$ cat src/design/olb_pkg.sv
package olb_pkg;

    localparam int MAX_WORDS_DEF = 64;

    localparam int WIDTH_W  = 12;
    localparam int GAP_W    = 9;
    localparam int HYP_W    = 8;
    localparam int CFG_W    = 12;
    localparam int OUT_W    = 7;
    localparam int WORD_W   = WIDTH_W + GAP_W + 2 + HYP_W;
    localparam int DEM_W    = 32;
    localparam int LEN_W    = 21;
    localparam int AV_W     = 14;
    localparam int D_W      = 15;
    localparam int W_W      = 13;
    localparam int NUM_W    = 62;
    localparam int Q_W      = 22;
    localparam int DIV_CNT_W = 5;

    localparam logic [DEM_W-1:0] INF_BAD   = 32'd2560000;
    localparam logic [DEM_W-1:0] LINE_PEN  = 32'd12800;
    localparam logic [DEM_W-1:0] HYPH_PEN  = 32'd12800;
    localparam logic [DEM_W-1:0] START_DEM = 32'd2560000000;
    localparam logic [DEM_W-1:0] Q8_ONE    = 32'd256;
    localparam logic [6:0]       BAD_SCALE = 7'd100;

    localparam logic [WIDTH_W-1:0] PAGE_WIDTH_RST = 12'd480;

    localparam int REG_IDX_W = 1;
    localparam logic [REG_IDX_W-1:0] REG_PAGE_WIDTH = 1'b0;
    localparam logic [REG_IDX_W-1:0] REG_INDENT     = 1'b1;

    typedef enum logic [4:0] {
        ST_LOAD, ST_INIT, ST_ROW, ST_WJ, ST_WN, ST_EVAL, ST_MUL1, ST_MUL2,
        ST_MUL3, ST_DIVI, ST_DIV, ST_SQ, ST_SUM, ST_UPD, ST_NEXTJ, ST_ROWEND,
        ST_ERD, ST_ECAP, ST_EOUT
    } state_t;

    typedef enum logic [4:0] {
        OP_IDLE, OP_LOAD, OP_INIT, OP_ROW, OP_CAPJ, OP_STEP, OP_EVAL,
        OP_MUL1, OP_MUL2, OP_MUL3, OP_DIVI, OP_DIV, OP_SQ, OP_SUM, OP_UPD,
        OP_TAKE_LAST, OP_NEXTJ, OP_ROWEND, OP_ERD, OP_ECAP, OP_EDONE
    } op_t;

    typedef struct packed {
        op_t op;
    } cmd_t;

    typedef struct packed {
        logic single;
        logic over;
        logic skip;
        logic last;
        logic div_done;
        logic row_zero;
        logic emit_last;
    } sts_t;

endpackage

$ cat src/design/olb_ctrl.sv
module olb_ctrl import olb_pkg::*; (
    input  logic clk,
    input  logic rst_n,
    input  logic s_tvalid,
    input  logic s_tlast,
    input  logic m_tready,
    input  sts_t sts,
    output cmd_t cmd,
    output logic s_tready,
    output logic m_tvalid
);

    state_t state_reg;
    state_t state_next;

    always_ff @(posedge clk or negedge rst_n)
    begin
        if (!rst_n)
        begin
            state_reg <= ST_LOAD;
        end
        else
        begin
            state_reg <= state_next;
        end
    end

    always_comb
    begin
        state_next = state_reg;
        cmd.op     = OP_IDLE;
        s_tready   = 1'b0;
        m_tvalid   = 1'b0;
        case (state_reg)
            ST_LOAD:
            begin
                s_tready = 1'b1;
                if (s_tvalid)
                begin
                    cmd.op = OP_LOAD;
                    if (s_tlast)
                    begin
                        state_next = ST_INIT;
                    end
                end
            end
            ST_INIT:
            begin
                cmd.op     = OP_INIT;
                state_next = sts.single ? ST_ERD : ST_ROW;
            end
            ST_ROW:
            begin
                cmd.op     = OP_ROW;
                state_next = ST_WJ;
            end
            ST_WJ:
            begin
                cmd.op     = OP_CAPJ;
                state_next = ST_WN;
            end
            ST_WN:
            begin
                cmd.op     = OP_STEP;
                state_next = ST_EVAL;
            end
            ST_EVAL:
            begin
                if (sts.over)
                begin
                    state_next = ST_ROWEND;
                end
                else if (sts.skip)
                begin
                    state_next = ST_NEXTJ;
                end
                else if (sts.last)
                begin
                    cmd.op     = OP_TAKE_LAST;
                    state_next = ST_ROWEND;
                end
                else
                begin
                    cmd.op     = OP_EVAL;
                    state_next = ST_MUL1;
                end
            end
            ST_MUL1:
            begin
                cmd.op     = OP_MUL1;
                state_next = ST_MUL2;
            end
            ST_MUL2:
            begin
                cmd.op     = OP_MUL2;
                state_next = ST_MUL3;
            end
            ST_MUL3:
            begin
                cmd.op     = OP_MUL3;
                state_next = ST_DIVI;
            end
            ST_DIVI:
            begin
                cmd.op     = OP_DIVI;
                state_next = ST_DIV;
            end
            ST_DIV:
            begin
                cmd.op = OP_DIV;
                if (sts.div_done)
                begin
                    state_next = ST_SQ;
                end
            end
            ST_SQ:
            begin
                cmd.op     = OP_SQ;
                state_next = ST_SUM;
            end
            ST_SUM:
            begin
                cmd.op     = OP_SUM;
                state_next = ST_UPD;
            end
            ST_UPD:
            begin
                cmd.op     = OP_UPD;
                state_next = ST_NEXTJ;
            end
            ST_NEXTJ:
            begin
                cmd.op     = OP_NEXTJ;
                state_next = ST_WJ;
            end
            ST_ROWEND:
            begin
                cmd.op     = OP_ROWEND;
                state_next = sts.row_zero ? ST_ERD : ST_ROW;
            end
            ST_ERD:
            begin
                cmd.op     = OP_ERD;
                state_next = ST_ECAP;
            end
            ST_ECAP:
            begin
                cmd.op     = OP_ECAP;
                state_next = ST_EOUT;
            end
            ST_EOUT:
            begin
                m_tvalid = 1'b1;
                if (m_tready)
                begin
                    cmd.op     = OP_EDONE;
                    state_next = sts.emit_last ? ST_LOAD : ST_ERD;
                end
            end
            default:
            begin
                state_next = ST_LOAD;
            end
        endcase
    end

endmodule

$ cat config.mk
export PLATFORM = sky130hd
export DESIGN_NAME = olb_ctrl
export DESIGN_NICKNAME = d
export VERILOG_FILES = /design/src/design/olb_pkg.sv /design/src/design/olb_ctrl.sv
export SDC_FILE = /design/constraint.sdc
export NUM_CORES = 1
export LEC_CHECK = 0
export BUFFER_PORTS_ARGS = -buffer_cell sky130_fd_sc_hd__buf_4
export CORE_UTILIZATION = 30
export DETAILED_ROUTE_END_ITERATION = 10
export PLACE_DENSITY = 0.49
export SYNTH_ARGS = -nofsm -noshare
export SYNTH_HDL_FRONTEND = slang
export SYNTH_SLANG_ARGS = --single-unit
$ cat constraint.sdc
create_clock -name clk -period 3.45 [get_ports clk]
set_input_delay 0.69 -clock clk [delete_from_list [all_inputs] [get_ports clk]]
set_output_delay 0.69 -clock clk [all_outputs]
set_load 0.02 [all_outputs]
==> results.yml, run 1 <==
run_status:
  status: "completed"
worst_hold_path:
  min_path_type: "input pin to asynchronous set/reset pin"
setup_path:
  cp_cell_sequence: "or3b_1, or3_1, clkinv_1, buf_4"
  cp.buffers_inverters: 2
  critPathMaxFanout: 18
  critical_path_class: "flip-flop to primary output"
  cpPeakStageDelay_ns: 0.67
  start_kind: "flip-flop"
  crit_arrival_ns: 1.83
  cp-end-kind: "primary output"
  cp_top_family: "simple AND/OR/NAND/NOR gates"
  crit_slowest_cell: "dfrtp_1"
  worstPathRequired_ns: 2.76
grt:
  grt_start_max_net_pins: 21
  gr-total-overflow: 0
  grt_pass1_vias: 585
  grt_pass1_wl_um: 2622
  grt_use_total: 0.1704
  antenna_found_initial: 0
power_and_ir_drop:
  powerDensity_mw_per_mm2: 904.4
  ir_drop_uv: 380.8
  total_power_mw: 0.6643
  leakage_nw: 0.3040
final_layout:
  layout_common_cells: "buf_4, nand2_1, nor2_1, o21ai_0, a21oi_1"
  final_core_util: 0.4076
  area_growth_syn_to_layout_pct: 23.32
  largest_register_ffs: 5
  final_layout_size_suffix_gt1_frac: 0.2400
  antennaDiodeCount: 0
  final_nets: 113
  final_common_cell: "buf_4"
clock_network:
  cts_resized: 0
  cts_setup_buffers: 0
  clk_pin_slew_ns: 0.04
  cts_buffers: 3
  clk_latency_ns: 0.24
  htreeDepth: 1
  cts_tree: "yes"
  cts-root-buf: "clkbuf_4"
  hold_buffers: 0
  clkSinkCount: 5
  clockBufferDepth: 2
floorplanning:
  start_util: 0.3306
  die-area_mm2: 0.002167
  rows: 15
  ios: 19
  dieHeight_um: 46.56
  coreArea_mm2: 0.001802
  die_w_um: 46.56
routing:
  firstDrtPassIters: 4
  drc: 0
  routed_wl_um: 1628
  wl_met2_um: 729
  drt_iter0_markers: 16
  routedWlPerCell_um: 13.02
  ant_nets: 0
  route.met3.wl_um: 67
  top_layer: "met4"
  vias: 667
  routedLengthMet1_um: 813
  routed_via_density: 5.336
timing:
  rsz0062_at_grt: "false"
  setup_tns_ns: 0
  max_freq_ghz: 0.3968
  setup_viol: 0
  finalMaxSlewViolations: 0
  fin_crit_sh: 0.7305
  final_hold_viol_count: 0
  tightest_slew_ns: 0.6181
  relSlewSlack: 0.5880
  min_period_ns: 2.520
  skew_ns: 0.0006276
place:
  dp_hpwl_um: 1166
  portBuffers: 18
  finalWeightedCongestion: 0.7631
synthesis:
  ys_seq_elements: 5
  seq_area_frac_synth: 0.2101
  netlist-cell-type-count: 36
  postSynthCellCount: 87
  syn_area_um2: 595.6
  synth_fp_nets: 99
  yosysWarnings: 0
  postSynthAreaPerCell_um2: 6.846
run:
  cap_violations: 0
metrics by stage:
step | setup WS [ns] | area (um2) | hold slack (ns) | cells
3_3_place_gp | 1.170 | 708.2 | 0.4932 | 121
4_1_cts | 0.9324 | 734.5 | 0.2314 | 125
2_1_floorplan | 1.292 | 595.6 | 0.3944 | 87
3_5_place_dp | 1.156 | 708.2 | 0.4949 | 121
5_1_grt | 0.7676 | 734.5 | 0.2274 | 125
6_report | 0.9297 | 734.5 | 0.2351 | 125
cells in the mapped netlist, drive strengths merged:
cell type   n  share of area
a211o       1          0.015
a21oi       6          0.050
a22o        1          0.015
a22oi       2          0.025
a41oi       2          0.029
and2        1          0.011
and3        2          0.021
buf         8          0.084
clkbuf      1         0.0063
clkinv      1         0.0063
dfrtp       5           0.21
inv         3          0.019
nand2      10          0.063
nand2b      2          0.021
nand3       2          0.017
nand4       3          0.032
nand4b      1          0.015
nor2       10          0.063
nor2b       1          0.011
nor3        2          0.017
nor3b       1          0.013
nor4        1          0.011
nor4b       1          0.015
o211ai      3          0.038
o21a        2          0.025
o21ai       7          0.059
o21ba       1          0.017
o221ai      1          0.015
o22ai       1          0.011
or3         1          0.011
or3b        3          0.044
xor2        1          0.015
cell families after synthesis:
group | Yosys count | synth area share
AO/OA/AOI/OAI | 27 | 0.2983
XOR/XNOR | 1 | 0.01471
buffers and inverters | 13 | 0.1155
flip-flops | 5 | 0.2101
AND/OR/NAND/NOR | 41 | 0.3614
worst register-to-register path, stage by stage (launching register included):
cell and delay, ns:
dfrtp_1 0.67, or3b_2 0.49, a21oi_1 0.20, a21oi_1 0.08, a22o_1 0.18
layout make-up:
class | instances | area [um2]
clock buffer | 4 | 26.28
fill | 219 | 1067
tap | 25 | 31.28
inverter | 4 | 15.01
sequential | 5 | 125.1
timing repair buffer | 18 | 135.1
multi-input combinational | 69 | 401.6
power breakdown:
part	internal, mW	switching [mW]	total (mW)	leakage [nW]
clock	0.0438	0.0252	0.0690	0.0150
combinational	0.193	0.204	0.398	0.226
sequential	0.0826	0.115	0.198	0.0632
worst paths after layout:
kind / startpoint / endpoint / slack, ns / depth (start not counted)
min in group clk: state_reg[4]$_DFFE_PN0P_ / state_reg[2]$_DFFE_PN0P_ / 0.78 / 1
max in group asynchronous: rst_n / state_reg[1]$_DFFE_PN0P_ / 3.11 / 1
worst max-delay path: state_reg[1]$_DFFE_PN0P_ / m_tvalid / 0.93 / 4
worst min-delay path: rst_n / state_reg[4]$_DFFE_PN0P_ / 0.24 / 1
worst max register to register: state_reg[3]$_DFFE_PN0P_ / state_reg[4]$_DFFE_PN0P_ / 1.72 / 4
worst min register to register: state_reg[4]$_DFFE_PN0P_ / state_reg[2]$_DFFE_PN0P_ / 0.78 / 1
per-layer routing:
layer / vias up / track usage
met5: - / 0
met4: 0 / 0.08824
met3: 2 / 0.01176
met2: 14 / 0.2667
met1: 306 / 0.2302
li1: 345 / -
Note: power is estimated with default switching activity, not from simulation.
==> inputs of run 2 (changes only) <==
ABC_AREA = 1   (was unset)
clock period = 2.29 ns   (was 3.45 ns; I/O delays follow)
==> run 2 against run 1 <==
Clock power grew 51%; design area up 19%; critical path type unchanged; combinational power grew 110%; area after synthesis rose by 16%; hold slack improved by 0.23 ns; critical endpoint is now cmd[1]; clock-buffer cell count unchanged; wire length is 21% higher; setup slack got worse by 0.74 ns; register-to-register slack worse by 0.85 ns; sequential cell count did not move; largest cell class unchanged; utilization is 0.73 points lower.
==> results.yml, run 2 <==
run_status:
  status: "completed"
place:
  dp_hpwl_um: 1649
  portBuffers: 18
  placed_cells: 163
  finalWeightedCongestion: 0.8464
synthesis:
  yosysWarnings: 0
  async_reset_ff_frac: 1.000
  synth_compound_area_frac: 0.09222
  ys_seq_elements: 5
  synthXorXnorAreaFrac: 0
  seq_area_frac_synth: 0.1808
  synth_top_cell_by_area: "dfrtp_1"
  synth_top_family_by_area: "simple AND/OR/NAND/NOR gates"
  synth_flop_cell: "dfrtp_1"
  synth_enable_flop_cells: 0
  synth_area_leaders: "dfrtp_1, nand2_1, nand3_1, nor2_1, inv_1"
  muxShareOfSynthArea: 0
  synth_common_cells: "nand2_1, nand3_1, nor2_1"
  yosys.area_share.simple: 0.5859
  postSynthAreaPerCell_um2: 5.814
  postSynthCellCount: 119
  syn_area_um2: 691.9
  yosys.cell_count.top_type: "nand2_1"
  synthAdderAreaFrac: 0
  netlist-cell-type-count: 20
  synth_fp_nets: 131
  synth_top_area_share: 0.1808
floorplanning:
  ios: 19
  start_util: 0.3158
  die-area_mm2: 0.002503
  coreArea_mm2: 0.002191
  die_w_um: 50.03
  rows: 17
  dieHeight_um: 50.03
grt:
  antenna_found_initial: 0
  grt_pass1_vias: 766
  grt_pass1_wl_um: 3249
  grt_use_total: 0.1754
  grt_start_max_net_pins: 13
  gr-total-overflow: 0
final_layout:
  final_common_cell: "nand2_1"
  final_layout_size_suffix_gt1_frac: 0.3071
  fill_cells: 252
  largest_register_ffs: 5
  final_nets: 153
  final_core_util: 0.4003
  area_growth_syn_to_layout_pct: 26.76
  layout_common_cells: "nand2_1, buf_4, nand3_1, nor2_1, inv_1"
  regArea_um2: 126.4
  final_cell_count_no_fill: 168
  antennaDiodeCount: 0
  multiInputGateArea_um2: 469.2
timing:
  final_hold_viol_count: 0
  max_freq_ghz: 0.4762
  min_period_ns: 2.100
  setup_tns_ns: 0
  setup_viol: 0
  finalMaxSlewViolations: 0
  relSlewSlack: 0.7886
  whs_ns: 0.4661
  rsz0062_at_grt: "false"
  skew_ns: 0.0003353
  tightest_slew_ns: 0.3137
  fin_crit_sh: 0.9170
power_and_ir_drop:
  ir_drop_uv: 546.0
  powerDensity_mw_per_mm2: 1313
  total_power_mw: 1.152
  leakage_nw: 0.5007
clock_network:
  htreeDepth: 1
  clk_pin_slew_ns: 0.04
  cts-root-buf: "clkbuf_4"
  cts_setup_buffers: 0
  cts_tree: "yes"
  clk_latency_ns: 0.24
  cts_buffers: 3
  clockBufferDepth: 2
  clkSinkCount: 5
setup_path:
  critPathMaxFanout: 6
  worstPathRequired_ns: 1.83
  start_kind: "flip-flop"
  cp-end-kind: "primary output"
  ff2ff_setup_slack_ns: 0.87
  critical_path_class: "flip-flop to primary output"
  crit_arrival_ns: 1.64
routing:
  routed_wl_um: 1970
  firstDrtPassIters: 4
  ant_nets: 0
  routedWlPerCell_um: 11.73
  drt_iter0_markers: 27
  routed_via_density: 5.012
  vias: 842
  drc: 0
worst_hold_path:
  min_path_type: "input pin to flip-flop"
run:
  cap_violations: 0
## run 2: changes by cell type after synthesis, sizes merged, moves of 6 or more
| cell | delta |
|---|---|
| buf | -6 |
| nor2 | +14 |
| nand3 | +17 |
| inv | +17 |
| nand2 | +20 |
## run 2: final timing paths
check                                    startpoint                  endpoint  depth (start not counted)
max in group asynchronous                     rst_n  state_reg[4]$_DFFE_PN0P_                          2
min in group asynchronous                     rst_n  state_reg[1]$_DFFE_PN0P_                          2
min reg2reg                state_reg[4]$_DFFE_PN0P_  state_reg[4]$_DFFE_PN0P_                          4
min                                          sts[4]  state_reg[3]$_DFFE_PN0P_                          3
max reg2reg                state_reg[0]$_DFFE_PN0P_  state_reg[1]$_DFFE_PN0P_                          8
max                        state_reg[0]$_DFFE_PN0P_                    cmd[1]                          9
## run 2: critical path, cell delays in order (launching register included)
cell	delay, ns
dfrtp_1	0.48
inv_2	0.05
nor2_2	0.21
nand2_2	0.10
nor2_4	0.12
nand3_2	0.07
nand2_1	0.10
nor2_1	0.05
nand3_1	0.07
buf_4	0.14
## run 2: layout make-up
class,instances,area share
multi-input cells,92,0.5350
clock buffers,4,0.02996
repair buffers,19,0.1655
inverters,20,0.08559
well taps,28,0.03994
flip-flops and latches,5,0.1441
## run 2: per-layer routing
layer  global-route usage  routed length [um]  vias to the layer above
li1                     -                   -                      431
met1               0.2269                 922                      372
met2               0.2667                 891                       31
met3              0.02469                  97                        8
met4               0.1143                  58                        0
met5                    0                   0                        -
## run 2: logic make-up after synthesis
family,count (synthesis)
compound gates,11
flops,5
buf+inv,22
simple gates,81
## run 2: repair_timing
item / in CTS / in global routing
endpoints found under the hold margin: 0 / 3
hold buffers: 0 / 1
setup endpoints to repair: 0 / 3
gates resized for setup: 0 / 1
## run 2: through the flow
| step | area (um2) | setup WS (ns) |
|---|---|---|
| final | 877.1 | 0.1901 |
| after global routing | 877.1 | 0.07699 |
| after CTS | 865.8 | 0.1024 |
| after detailed placement | 839.6 | 0.3777 |
| after global placement | 839.6 | 0.3830 |
| after floorplan | 691.9 | 0.5447 |
## run 2: power by group
part | switching (mW) | internal (mW) | leakage, nW
sequential | 0.0718 | 0.129 | 0.0634
combinational | 0.543 | 0.304 | 0.422
clock | 0.0377 | 0.0660 | 0.0150
total | 0.652 | 0.499 | 0.501
==> inputs of run 3 (changes only) <==
clock period = 1.9 ns   (was 2.29 ns; I/O delays follow)
==> run 3 against run 2 <==
Clock skew increased by 0.0016 ns; the flow now finishes with violations (negative setup slack); die area unchanged; setup slack got worse by 0.20 ns; first-iteration DRC count decreased by 19%; sequential power increased by 21%; register-to-register slack got worse by 0.43 ns; non-clock buffer count increased by 6; critical endpoint is now cmd[0]; wire length increased by 5.3%; design area increased by 11%; clock-buffer cell count unchanged; sequential share of layout area decreased by 1.2 points; largest cell class unchanged; hold slack got worse by 0.063 ns.
==> results.yml, run 3 (synthesized netlist as in run 2, its figures left out) <==
grt:
  grt_use_total: 0.1849
  gr-total-overflow: 0
  antenna_found_initial: 0
  grt_start_max_net_pins: 13
  grt_pass1_vias: 803
  grt_pass1_wl_um: 3470
routing:
  routed_wl_um: 2074
  routedWlPerCell_um: 11.92
  ant_nets: 0
  firstDrtPassIters: 4
  vias: 878
  routed_via_density: 5.046
  drt_iter0_markers: 22
  drc: 0
timing:
  skew_ns: 0.001980
  final_hold_viol_count: 0
  rsz0062_at_grt: "true"
  min_period_ns: 1.908
  tightest_slew_ns: 0.2609
  finalMaxSlewViolations: 0
  fin_ws_ns: -0.007509
  relSlewSlack: 0.8255
  fin_crit_sh: 1.004
  setup_viol: 1
  max_freq_ghz: 0.5242
floorplanning:
  rows: 17
  ios: 19
  die_w_um: 50.03
  die-area_mm2: 0.002503
  start_util: 0.3158
  dieHeight_um: 50.03
  coreArea_mm2: 0.002191
clock_network:
  cts-root-buf: "clkbuf_4"
  htreeDepth: 1
  cts_tree: "yes"
  cts_buffers: 3
  clockBufferDepth: 2
  clk_pin_slew_ns: 0.04
  clk_latency_ns: 0.24
  clkSinkCount: 5
power_and_ir_drop:
  total_power_mw: 1.563
  leakage_nw: 0.5326
  switching_share: 0.5493
  powerDensity_mw_per_mm2: 1601
  p_clk_frac: 0.077
  internal-power_mw: 0.7042
  pwr-share-seq: 0.155
  pwr-share-comb: 0.767
  ir_drop_uv: 950.0
  p_switching_mw: 0.8583
setup_path:
  start_kind: "flip-flop"
  cpPeakStageDelay_ns: 0.40
  critPathMaxFanout: 12
  crit_arrival_ns: 1.53
  cp-end-kind: "primary output"
  worstPathRequired_ns: 1.52
  cp_cell_sequence: "inv_4, nand3_1, nor2_1, a31oi_2, nand4_1, buf_4"
  critical_path_class: "flip-flop to primary output"
  crit_slowest_cell: "dfrtp_1"
  ff2ff_setup_slack_ns: 0.44
final_layout:
  largest_register_ffs: 5
  final_core_util: 0.4455
  final_nets: 159
  area_growth_syn_to_layout_pct: 41.05
  layout_common_cells: "nand2_1, buf_4, nor2_1, nand3_1, inv_1"
  final_common_cell: "nand2_1"
  final_layout_size_suffix_gt1_frac: 0.3904
  antennaDiodeCount: 0
  final_area_um2: 975.9
place:
  dp_hpwl_um: 1653
  finalWeightedCongestion: 0.9192
  dp_slack_ns: 0.1502
  place_area_um2: 854.6
  portBuffers: 18
run_status:
  status: "finished, violations left"
  violations: "negative setup slack"
run:
  cap_violations: 0
worst_hold_path:
  min_path_type: "input pin to flip-flop"
## run 3: cell types whose count changed in the layout (fill, tap and decap cells not counted), moves of 2 or more
cell | previous run | this run
buf_4 | 18 | 22
nor2_2 | 6 | 3
nor2_4 | 3 | 6
buf_6 | 0 | 2
dfrtp_1 | 4 | 2
dfrtp_2 | 1 | 3
inv_4 | 0 | 2
nand3_1 | 16 | 14
nand3_2 | 3 | 5
## run 3: final cells by class
| cell class | instances | area, um2 |
|---|---|---|
| timing repair buffer | 25 | 197.7 |
| inverter | 20 | 80.08 |
| multi-input combinational | 92 | 508.0 |
| fill | 261 | 1215 |
| clock buffer | 4 | 26.28 |
| sequential | 5 | 128.9 |
| tap | 28 | 35.03 |
## run 3: power by group through the flow
stage               registers [mW]  clock network (mW)  logic (mW)
floorplan                    0.210                   0       0.760
global placement             0.218                   0        1.10
detailed placement           0.220                   0        1.08
CTS                          0.242               0.127        1.14
global route                 0.249               0.133        1.31
finish                       0.243               0.121        1.20
## run 3: per-stage QoR
| step | hold WS (ns) | std cells | TNS (ns) |
|---|---|---|---|
| floorplan | 0.08441 | 119 | 0 |
| global placement | 0.1846 | 165 | 0 |
| global route | 0.4366 | 174 | -0.3733 |
| CTS | 0.3997 | 172 | 0 |
| detailed placement | 0.1843 | 165 | 0 |
| finish | 0.4031 | 174 | -0.007509 |
## run 3: final timing paths
check | from | end | depth (start not counted)
worst max-delay path | state_reg[4]$_DFFE_PN0P_ | cmd[0] | 6
worst min-delay path | sts[5] | state_reg[3]$_DFFE_PN0P_ | 3
worst max register to register | state_reg[3]$_DFFE_PN0P_ | state_reg[2]$_DFFE_PN0P_ | 8
worst min register to register | state_reg[3]$_DFFE_PN0P_ | state_reg[2]$_DFFE_PN0P_ | 3
max in group asynchronous | rst_n | state_reg[3]$_DFFE_PN0P_ | 2
min in group asynchronous | rst_n | state_reg[4]$_DFFE_PN0P_ | 2
## run 3: layer usage
metal,up-vias,part of all wire,track usage
li1,442,-,-
met1,385,0.44,0.2251
met2,45,0.47,0.3156
met3,6,0.068,0.01543
met4,0,0.024,0.1000
met5,-,0,0
## run 3: repair_timing
| item | 4_1_cts | 5_1_grt |
|---|---|---|
| gates resized for setup | 13 | 3 |
| buffers inserted | 2 | 2 |
| hold buffers | 1 | 0 |
| endpoints found under the setup margin | 5 | 5 |
| gates cloned | 0 | 0 |
| pin swaps | 1 | 2 |
| endpoints found under the hold margin | 5 | 0 |
## run 3: worst max-delay path, delay by kind of cell, from the launching register on
family	cells	cell delay, ns
simple gates	3	0.51
compound gates	1	0.09
flops	1	0.40
buf+inv	2	0.29
